==> src/rtl/core/asgr_pkg.sv <==
// ----------------------------------------------------------------------------
// asgr_pkg
// Shared types and constants for the SGR escape sequence parser.
// ----------------------------------------------------------------------------
package asgr_pkg;

   localparam int MAX_SEQ_LEN_DEF = 255;

   // number parse phases
   localparam logic [1:0] PH_SKIP   = 2'd0;
   localparam logic [1:0] PH_DIGITS = 2'd1;
   localparam logic [1:0] PH_STOP   = 2'd2;

   // bytes of interest
   localparam logic [7:0] CH_LBRACKET = 8'h5B;
   localparam logic [7:0] CH_M        = 8'h6D;
   localparam logic [7:0] CH_MINUS    = 8'h2D;
   localparam logic [7:0] CH_PLUS     = 8'h2B;
   localparam logic [7:0] CH_SPACE    = 8'h20;
   localparam logic [7:0] CH_TAB      = 8'h09;
   localparam logic [7:0] CH_CR       = 8'h0D;
   localparam logic [7:0] CH_ZERO     = 8'h30;
   localparam logic [7:0] CH_NINE     = 8'h39;

   // SGR codes
   localparam logic [7:0] SGR_RESET    = 8'd0;
   localparam logic [7:0] SGR_BOLD     = 8'd1;
   localparam logic [7:0] SGR_NORMAL   = 8'd22;
   localparam logic [7:0] SGR_FG_FIRST = 8'd30;
   localparam logic [7:0] SGR_FG_LAST  = 8'd37;
   localparam logic [7:0] SGR_BG_FIRST = 8'd40;
   localparam logic [7:0] SGR_BG_LAST6 = 8'd46;
   localparam logic [7:0] SGR_BG_WHITE = 8'd47;

   // palette indices
   localparam logic [3:0] PAL_BLACK = 4'd0;
   localparam logic [3:0] PAL_LGRAY = 4'd7;
   localparam logic [3:0] PAL_WHITE = 4'd8;

   localparam logic [7:0] MAG_MAX = 8'd255;

   typedef struct packed {
      logic       seen_bracket;
      logic [1:0] phase;
      logic       negative;
      logic [7:0] magnitude;
   } seq_type;

   typedef struct packed {
      logic [3:0] fg;
      logic [3:0] bg;
      logic       bold;
   } attr_type;

   localparam seq_type SEQ_CLEAR = '{seen_bracket: 1'b0, phase: PH_SKIP,
                                     negative: 1'b0, magnitude: 8'd0};
   localparam attr_type ATTR_DEFAULT = '{fg: PAL_LGRAY, bg: PAL_BLACK, bold: 1'b0};

endpackage

==> src/rtl/core/asgr_step.sv <==
// ----------------------------------------------------------------------------
// asgr_step
// Next-state logic for one byte: bracket detect, atoi-style number parse,
// SGR code decode and overlong sequence abandon.
// ----------------------------------------------------------------------------
module asgr_step #(
   parameter int MAX_SEQ_LEN = asgr_pkg::MAX_SEQ_LEN_DEF,
   localparam int CNT_W = $clog2(MAX_SEQ_LEN + 1)
) (
   input  logic [7:0]         ch,
   input  asgr_pkg::seq_type  seq_cur,
   input  logic [CNT_W-1:0]   cnt_cur,
   input  asgr_pkg::attr_type attr_cur,
   output asgr_pkg::seq_type  seq_nxt,
   output logic [CNT_W-1:0]   cnt_nxt,
   output asgr_pkg::attr_type attr_nxt,
   output logic               done
);

   localparam logic [CNT_W-1:0] CNT_LIMIT = CNT_W'(MAX_SEQ_LEN);

   logic        is_blank;
   logic        is_sign;
   logic        is_digit;
   logic [11:0] mag_times10;
   logic [7:0]  mag_digit;
   logic [CNT_W-1:0] cnt_inc;

   assign is_blank = (ch == asgr_pkg::CH_SPACE) ||
                     (ch >= asgr_pkg::CH_TAB && ch <= asgr_pkg::CH_CR);
   assign is_sign  = (ch == asgr_pkg::CH_MINUS) || (ch == asgr_pkg::CH_PLUS);
   assign is_digit = (ch >= asgr_pkg::CH_ZERO) && (ch <= asgr_pkg::CH_NINE);

   // mag * 10 + digit, saturate at 255
   assign mag_times10 = {1'b0, seq_cur.magnitude, 3'b000}
                      + {3'b000, seq_cur.magnitude, 1'b0}
                      + {8'd0, 4'(ch - asgr_pkg::CH_ZERO)};
   assign mag_digit   = (mag_times10 > 12'(asgr_pkg::MAG_MAX)) ? asgr_pkg::MAG_MAX
                                                               : mag_times10[7:0];

   // count never sits at the limit between bytes, so the increment cannot wrap
   assign cnt_inc = cnt_cur + CNT_W'(1);

   always_comb begin
      seq_nxt  = seq_cur;
      attr_nxt = attr_cur;
      done     = 1'b0;
      cnt_nxt  = cnt_inc;

      if (!seq_cur.seen_bracket) begin
         if (ch == asgr_pkg::CH_LBRACKET) begin
            seq_nxt.seen_bracket = 1'b1;
         end
      end else if (ch == asgr_pkg::CH_M) begin
         done = 1'b1;
         if (seq_cur.magnitude == asgr_pkg::SGR_RESET) begin
            attr_nxt = asgr_pkg::ATTR_DEFAULT;
         end else if (!seq_cur.negative) begin
            case (seq_cur.magnitude) inside
               asgr_pkg::SGR_BOLD: begin
                  attr_nxt.bold = 1'b1;
               end
               asgr_pkg::SGR_NORMAL: begin
                  attr_nxt.bold = 1'b0;
               end
               [asgr_pkg::SGR_FG_FIRST:asgr_pkg::SGR_FG_LAST]: begin
                  attr_nxt.fg = 4'(seq_cur.magnitude - asgr_pkg::SGR_FG_FIRST);
               end
               [asgr_pkg::SGR_BG_FIRST:asgr_pkg::SGR_BG_LAST6]: begin
                  attr_nxt.bg = 4'(seq_cur.magnitude - asgr_pkg::SGR_BG_FIRST);
               end
               asgr_pkg::SGR_BG_WHITE: begin
                  attr_nxt.bg = asgr_pkg::PAL_WHITE;
               end
               default: begin
               end
            endcase
         end
      end else begin
         case (seq_cur.phase)
            asgr_pkg::PH_SKIP: begin
               if (is_sign) begin
                  seq_nxt.negative = (ch == asgr_pkg::CH_MINUS);
                  seq_nxt.phase    = asgr_pkg::PH_DIGITS;
               end else if (!is_blank) begin
                  // first non-blank, non-sign byte is parsed as a digit position
                  if (is_digit) begin
                     seq_nxt.phase     = asgr_pkg::PH_DIGITS;
                     seq_nxt.magnitude = mag_digit;
                  end else begin
                     seq_nxt.phase = asgr_pkg::PH_STOP;
                  end
               end
            end
            asgr_pkg::PH_DIGITS: begin
               if (is_digit) begin
                  seq_nxt.magnitude = mag_digit;
               end else begin
                  seq_nxt.phase = asgr_pkg::PH_STOP;
               end
            end
            default: begin
            end
         endcase
      end

      // drop the sequence on completion or when it runs too long
      if (done || (cnt_inc == CNT_LIMIT)) begin
         seq_nxt = asgr_pkg::SEQ_CLEAR;
         cnt_nxt = '0;
      end
   end

endmodule

==> src/rtl/core/ansi_sgr_color_parser_core.sv <==
// An accepted request word is held in the input register, its response word in
// the response register. Throughput: one word per cycle while rsp_stall is low;
// the single-pass step logic between the two registers sets this figure.
// Reset: synchronous, active high; clears both stages, the parse state and
// the attributes (foreground light gray, background black, bold off).
// ----------------------------------------------------------------------------
// ansi_sgr_color_parser_core
// SGR escape sequence parser: one byte in, current attributes out per word.
// ----------------------------------------------------------------------------
module ansi_sgr_color_parser_core #(
   parameter int MAX_SEQ_LEN = asgr_pkg::MAX_SEQ_LEN_DEF
) (
   input  logic       clock,
   input  logic       reset,
   input  logic       req_valid,
   output logic       req_stall,
   input  logic [7:0] req_ch,
   output logic       rsp_valid,
   input  logic       rsp_stall,
   output logic       rsp_done_res,
   output logic [3:0] rsp_fg_index,
   output logic [3:0] rsp_bg_index,
   output logic       rsp_bold
);

   localparam int CNT_W = $clog2(MAX_SEQ_LEN + 1);

   logic               in_valid_ff, in_valid_in;
   logic [7:0]         in_ch_ff, in_ch_in;
   logic               out_valid_ff, out_valid_in;
   logic               out_done_ff, out_done_in;
   asgr_pkg::attr_type out_attr_ff, out_attr_in;
   asgr_pkg::seq_type  seq_ff, seq_in;
   asgr_pkg::attr_type attr_ff, attr_in;
   logic [CNT_W-1:0]   cnt_ff, cnt_in;

   asgr_pkg::seq_type  step_seq;
   asgr_pkg::attr_type step_attr;
   logic [CNT_W-1:0]   step_cnt;
   logic               step_done;

   logic out_free;
   logic advance;

   assign out_free  = !out_valid_ff || !rsp_stall;
   assign advance   = in_valid_ff && out_free;
   assign req_stall = in_valid_ff && !out_free;

   asgr_step #(
      .MAX_SEQ_LEN (MAX_SEQ_LEN)
   ) u_step (
      .ch       (in_ch_ff),
      .seq_cur  (seq_ff),
      .cnt_cur  (cnt_ff),
      .attr_cur (attr_ff),
      .seq_nxt  (step_seq),
      .cnt_nxt  (step_cnt),
      .attr_nxt (step_attr),
      .done     (step_done)
   );

   always_comb begin
      in_valid_in  = in_valid_ff;
      in_ch_in     = in_ch_ff;
      out_valid_in = out_valid_ff;
      out_done_in  = out_done_ff;
      out_attr_in  = out_attr_ff;
      seq_in       = seq_ff;
      attr_in      = attr_ff;
      cnt_in       = cnt_ff;

      if (!rsp_stall) begin
         out_valid_in = 1'b0;
      end
      if (advance) begin
         // commit the step and load the response word
         seq_in       = step_seq;
         attr_in      = step_attr;
         cnt_in       = step_cnt;
         out_valid_in = 1'b1;
         out_done_in  = step_done;
         out_attr_in  = step_attr;
         in_valid_in  = 1'b0;
      end
      if (req_valid && !req_stall) begin
         in_valid_in = 1'b1;
         in_ch_in    = req_ch;
      end
   end

   always_ff @(posedge clock) begin
      if (reset) begin
         in_valid_ff  <= 1'b0;
         out_valid_ff <= 1'b0;
         seq_ff       <= asgr_pkg::SEQ_CLEAR;
         attr_ff      <= asgr_pkg::ATTR_DEFAULT;
         cnt_ff       <= '0;
      end else begin
         in_valid_ff  <= in_valid_in;
         out_valid_ff <= out_valid_in;
         seq_ff       <= seq_in;
         attr_ff      <= attr_in;
         cnt_ff       <= cnt_in;
      end
   end

   always_ff @(posedge clock) begin
      in_ch_ff    <= in_ch_in;
      out_done_ff <= out_done_in;
      out_attr_ff <= out_attr_in;
   end

   assign rsp_valid    = out_valid_ff;
   assign rsp_done_res = out_done_ff;
   assign rsp_fg_index = out_attr_ff.fg;
   assign rsp_bg_index = out_attr_ff.bg;
   assign rsp_bold     = out_attr_ff.bold;

   // number state stays clear until a bracket opens the code
   a_idle_clear: assert property (@(posedge clock) disable iff (reset)
      !seq_ff.seen_bracket |-> (seq_ff.magnitude == 8'd0 && !seq_ff.negative &&
                                seq_ff.phase == asgr_pkg::PH_SKIP))
      else $error("parse state set before bracket");

   a_cnt_limit: assert property (@(posedge clock) disable iff (reset)
      cnt_ff < CNT_W'(MAX_SEQ_LEN))
      else $error("byte count reached the limit between words");

   a_done_clears: assert property (@(posedge clock) disable iff (reset)
      (advance && step_done) |=> (!seq_ff.seen_bracket && cnt_ff == '0 &&
                                  rsp_done_res))
      else $error("completed sequence not cleared");

   a_palette_range: assert property (@(posedge clock) disable iff (reset)
      attr_ff.fg <= asgr_pkg::PAL_LGRAY && attr_ff.bg <= asgr_pkg::PAL_WHITE)
      else $error("attribute outside palette");

   a_rsp_hold: assert property (@(posedge clock) disable iff (reset)
      (rsp_valid && rsp_stall) |=> (rsp_valid && $stable(out_attr_ff) &&
                                    $stable(out_done_ff)))
      else $error("stalled response word changed");

endmodule
==> config.mk <==
export PLATFORM = sky130hd
export DESIGN_NAME = ansi_sgr_color_parser_core
export DESIGN_NICKNAME = d
export VERILOG_FILES = /design/src/rtl/core/asgr_pkg.sv /design/src/rtl/core/asgr_step.sv /design/src/rtl/core/ansi_sgr_color_parser_core.sv
export SDC_FILE = /design/constraint.sdc
export NUM_CORES = 1
export LEC_CHECK = 0
export BUFFER_PORTS_ARGS = -buffer_cell sky130_fd_sc_hd__buf_4
export CORE_ASPECT_RATIO = 0.8
export CORE_MARGIN = 2
export CORE_UTILIZATION = 30
export DETAILED_ROUTE_END_ITERATION = 6
export PLACE_DENSITY = 0.53
export SKIP_CTS_REPAIR_TIMING = 1
export SYNTH_ARGS = -nofsm -noshare
export SYNTH_HDL_FRONTEND = slang
export SYNTH_HIERARCHICAL = 1
export SYNTH_SLANG_ARGS = --single-unit
==> constraint.sdc <==
create_clock -name clock -period 5.8 [get_ports clock]
set_input_delay 0.58 -clock clock [delete_from_list [all_inputs] [get_ports clock]]
set_output_delay 0.58 -clock clock [all_outputs]
set_load 0.02 [all_outputs]
# Yosys cells after proc, flatten, opt, wreduce, memory -nomap -nowiden
# Index checks and enable logic that the tools add are counted.
totals:
  reg_bits: 49
  word_cells: 109
classes:
  addsub: 6
  n_lt_le_gt_ge: 9
  n_eq_ne: 16
  muxes: 38
  reduce_logical: 25
ops:
  columns: ["op", "count"]
  rows:
  - ["two-way mux 8 bit", 5]
  - ["two-way mux 9 bit", 4]
  - ["== test 8 x 6 -> 1 bit, second input constant", 4]
  - ["two-way mux 4 bit", 8]
  - ["less-or-equal comparator 8 x 6 -> 1 bit, second input constant", 3]
  - ["two-way mux 11 bit", 2]
  - ["== test 8 x 7 -> 1 bit, second input constant", 2]
  - [">= comparator 8 x 6 -> 1 bit, second input constant", 2]
  - ["case mux 8 bit (2 select lines)", 1]
  - ["adder 11 x 9 -> 12 bit", 1]
  - ["adder 12 x 4 -> 12 bit", 1]
  - ["greater-than comparator 12 x 8 -> 1 bit, second input constant", 1]
  - ["two-way mux 1 bit", 12]
  - ["two-way mux 12 bit", 1]
  - ["AND reduction 6 bit", 2]
  - ["inequality test 3 bit, second input constant", 3]
  - ["adder 8 x 1 -> 8 bit, second input constant", 1]
  - ["== test 8 x 1 -> 1 bit, second input constant", 1]
  - ["== test 8 x 5 -> 1 bit, second input constant", 1]
  - ["== test 8 bit, second input constant", 1]
  - [">= comparator 8 x 4 -> 1 bit, second input constant", 1]
  - [">= comparator 8 x 5 -> 1 bit, second input constant", 1]
  - ["less-or-equal comparator 8 x 4 -> 1 bit, second input constant", 1]
  - ["logical NOT 8 bit", 1]
  - ["15 further kinds", 34]

# Depth between registers and ports, before layout
depth:
  word_depth: 11
  mapped_depth: 10

# Modules after synthesis
# The synthesis kept the hierarchy.
by_module_without_submodules:
  columns: ["mod", "n_inst", "cells_per_inst", "area_each_um2", "seq_area_each_um2"]
  rows:
  - ["ansi_sgr_color_parser_core", 1, 153, 1916.8, 1161.1]
  - ["asgr_step", 1, 196, 1360.1, 0.0]

# Worst setup path before layout
# Ideal clock, no wire load.
synth_timing:
  kind: "reg2reg"
  start: "register in_ch_ff[3]"
  end: "register seq_ff[7] (netlist name)"
  setup_ns: 0.119
  arrival_ns: 2.739
  slack_ns: 2.943
  path_stages_with_launch: 10
  n_path_buf: 0
  path_cell_list: "edfxtp_1 -> fa_1 -> fa_1 -> a21o_1 -> a221oi_2 -> o221ai_2 -> nor4_4 -> a41oi_1 -> nand2b_1 -> mux2i_1"
synth_rtl:
  columns: ["element", "line", "rtl"]
  rows:
  - ["start, declared", "ansi_sgr_color_parser_core.sv:29", "logic [7:0] in_ch_ff, in_ch_in;"]
  - ["start signal, assigned", "ansi_sgr_color_parser_core.sv:108", "in_ch_ff <= in_ch_in;"]
  - ["end signal, assigned", "ansi_sgr_color_parser_core.sv:95", "seq_ff <= asgr_pkg::SEQ_CLEAR;"]
  - ["end signal, assigned", "ansi_sgr_color_parser_core.sv:101", "seq_ff <= seq_in;"]
  - ["end, declared", "ansi_sgr_color_parser_core.sv:33", "asgr_pkg::seq_type seq_ff, seq_in;"]

==> impl_metrics.csv <==
group,metric,value,unit
global_route,grt_use_total,12.1,%
floorplan,die_w,121,um
placed_design,gp_congestion,0.847,
floorplan,core_area,10800,um^2
logic_synthesis,syn-mean-instance-area,9.39,um^2
logic_synthesis,ys_types,49,
cells_and_area,drive_gt1_share,10.0,%
logic_synthesis,ys_seq_elements,49,
drt,avgRoutedWirePerCell,13.2,um
global_route,grt_start_max_net_pins,61,
global_route,antenna_found_initial,0,
logic_synthesis,synth_edf_count,18,
critical_path,cp_top_family,"adder cells",
min_path,hold_class,"input pin to flop",
drt,post_drt_via_cell_ratio,4.89,
logic_synthesis,syn-num-nets,382,
timing,fmax,308,MHz
critical_path,worst_setup_path_end_kind,"flop",
logic_synthesis,synth_common_cells,"nand2b_1, dfxtp_1, mux2i_1",
placed_design,dp_hpwl,4910,um
floorplan,row_count,34,
logic_synthesis,synth_top_area_cell,"dfxtp_1",
critical_path,cp_max_fo,8,
logic_synthesis,synth_top_cells_by_area,"dfxtp_1, edfxtp_1, nand2b_1",
cts,clkTransAtPathRegs,60,ps
critical_path,worstPathRequired,5940,ps
cts,clk-insertion-delay-late,280,ps
power,leakage,1.43,nW
drt,drt_wl_total,6790,um
cts,cts-buffers-inserted,5,
drt,drc,0,
placed_design,numPortBuffers,23,
critical_path,start_kind,"flop",
logic_synthesis,yosysMostFrequentCell,"nand2b_1",
floorplan,start_util,30.4,%
timing,worst_pin_slew,717,ps
logic_synthesis,netlist.area_leader.share,18.9,%
critical_path,slowest_delay,590,ps
critical_path,path_class,"flop to flop",
floorplan,fp.dieArea,11800,um^2
cts,cts_tree,"built",
logic_synthesis,ys.flop_type,"dfxtp_1",
drt,drt_iter0_drc,90,
timing,layout_min_cycle_time,3250,ps
logic_synthesis,syn-cell-area,3280,um^2
critical_path,critPathArrivalTime,3390,ps
logic_synthesis,async_flop_share,0,%
drt,antenna_left,0,
cts,clock-sinks,49,
status,outcome,"finished clean",
power,power,0.700,mW
global_route,grt_first_pass_wirelength,11700,um
cells_and_area,fin_nets,401,
floorplan,die_h,97.5,um
timing,hold_viol_final,0,
critical_path,cp_num_buf_inv,0,
cts,root_buffer,"clkbuf_16",
cts,clockBufferDepth,2,
critical_path,path_cells,"fa_1 > fa_1 > a21o_1 > a221oi_2 > o221ai_2 > nor4_4 > a31oi_1 > nand2b_1 > mux2i_1",
timing,maxSlewHeadroom,52.1,%
timing,rsz0062_at_grt,"no",
logic_synthesis,synth_seq_area_share,35.4,%
critical_path,crit_top_cell,"fa_1",
drt,first_pass_iters,4,
timing,setup_viol,0,
global_route,first_global_vias,2373,
logic_synthesis,ys_warn_count,6,
drt,num_vias,2509,
power,ir_drop,84.9,uV
power,p_per_area,190,nW/um^2
critical_path,critPathSlowestCell,"nor4_4",
global_route,grt-ovfl-total,0,
timing,setup_tns,0,ps
cells_and_area,antennaDiodeCount,0,
floorplan,top_level_ports,24,
job,max_cap_viol_count,0,
logic_synthesis,syn_inst,349,
timing,final_max_slew_viol_count,0,
timing,skew,2.53,ps
cts,cts_max_level,2,
cells_and_area,synthToLayoutAreaGrowth,12.7,%
timing,min_period_over_period,56.1,%
-- layer usage --
metal  vias to the layer above  global-route usage, %  wire [um]
met4                         0                   1.61         19
li1                       1292                      -          -
met2                        38                   18.0       2950
met5                         -                      0          0
met3                         2                   3.17        286
met1                      1177                   17.7       3540
-- worst register-to-register path, cell delays in order (launching register included) --
cell and delay, ps:
edfxtp_1 490, fa_1 560, fa_1 490, a21o_1 230, a221oi_2 250, o221ai_2 140
nor4_4 590, a31oi_1 170, nand2b_1 100, mux2i_1 70
-- cells in the final DEF (no fill, tap or decap), types with 2 or more instances in the layout --
cell type,n
nand2b_1,60
dfxtp_1,31
mux2i_1,29
nor2_1,26
buf_4,24
ha_1,19
edfxtp_1,18
nand2_1,18
inv_1,14
nand3_1,13
a21oi_1,11
o21ai_0,9
a31oi_1,8
xor2_1,7
nand4_1,7
and3_1,6
nand3b_1,6
clkbuf_16,5
nor2b_1,4
xnor2_1,4
clkbuf_1,3
nor3_1,3
o22a_1,3
a22o_1,3
o211ai_1,3
nor4_1,3
a21o_1,3
and4b_1,2
nor4bb_1,2
o21a_1,2
a41oi_1,2
o31ai_1,2
a221oi_2,2
fa_1,2
-- power breakdown --
group          internal (mW)  switching (mW)
combinational         0.0246          0.0247
sequential             0.364         0.00708
clock                  0.161           0.119
total                  0.549           0.151
-- flip-flops by register name, summed over array words and instances, names as in the netlist --
name and flops:
seq_ff 12, attr_ff 9, cnt_ff 8, in_ch_ff 8, rsp_bg_index 4, rsp_fg_index 4
in_valid_ff 1, rsp_bold 1, rsp_done_res 1, rsp_valid 1
-- final timing paths --
| kind | from | endpoint | slack, ps | depth (start not counted) |
|---|---|---|---|---|
| max | in_ch_ff[3] | seq_ff[1] | 2550 | 9 |
| min | req_ch[5] | in_ch_ff[5] | 470 | 1 |
| max reg2reg | in_ch_ff[3] | seq_ff[1] | 2550 | 9 |
| min reg2reg | attr_ff[8] | attr_ff[8] | 480 | 2 |
-- metrics by stage --
stage | cell area, um^2 | setup slack (ps) | instances | util, % | hold WS, ps
final | 3690 | 2550 | 513 | 34.3 | 470
after global routing | 3690 | 2320 | 513 | 34.3 | 460
after CTS | 3690 | 2550 | 513 | 34.3 | 462
after detailed placement | 3560 | 2560 | 505 | 33.0 | 472
after global placement | 3560 | 2660 | 505 | 33.0 | 460
after floorplan | 3280 | 2940 | 349 | - | 449
-- area by class of cell --
type | instances | area [um^2]
fillers | 1076 | 7070
multi-input cells | 274 | 1980
flip-flops and latches | 49 | 1160
repair buffers | 24 | 180
well taps | 144 | 180
clock buffers | 8 | 136
inverters | 14 | 52.6
-- kinds of logic (layout without fill, tap and decap cells) --
logic type	Yosys count	count (layout)	synth area share [%]
AND/OR/NAND/NOR	157	157	27.4
XOR/XNOR	11	11	2.94
buffers and inverters	26	46	4.09
adder cells (fa/ha/maj)	21	21	8.48
multiplexers	29	29	8.86
AO/OA/AOI/OAI	56	56	12.8
flip-flops	49	49	35.4
Note: power is estimated with default switching activity, not from simulation.
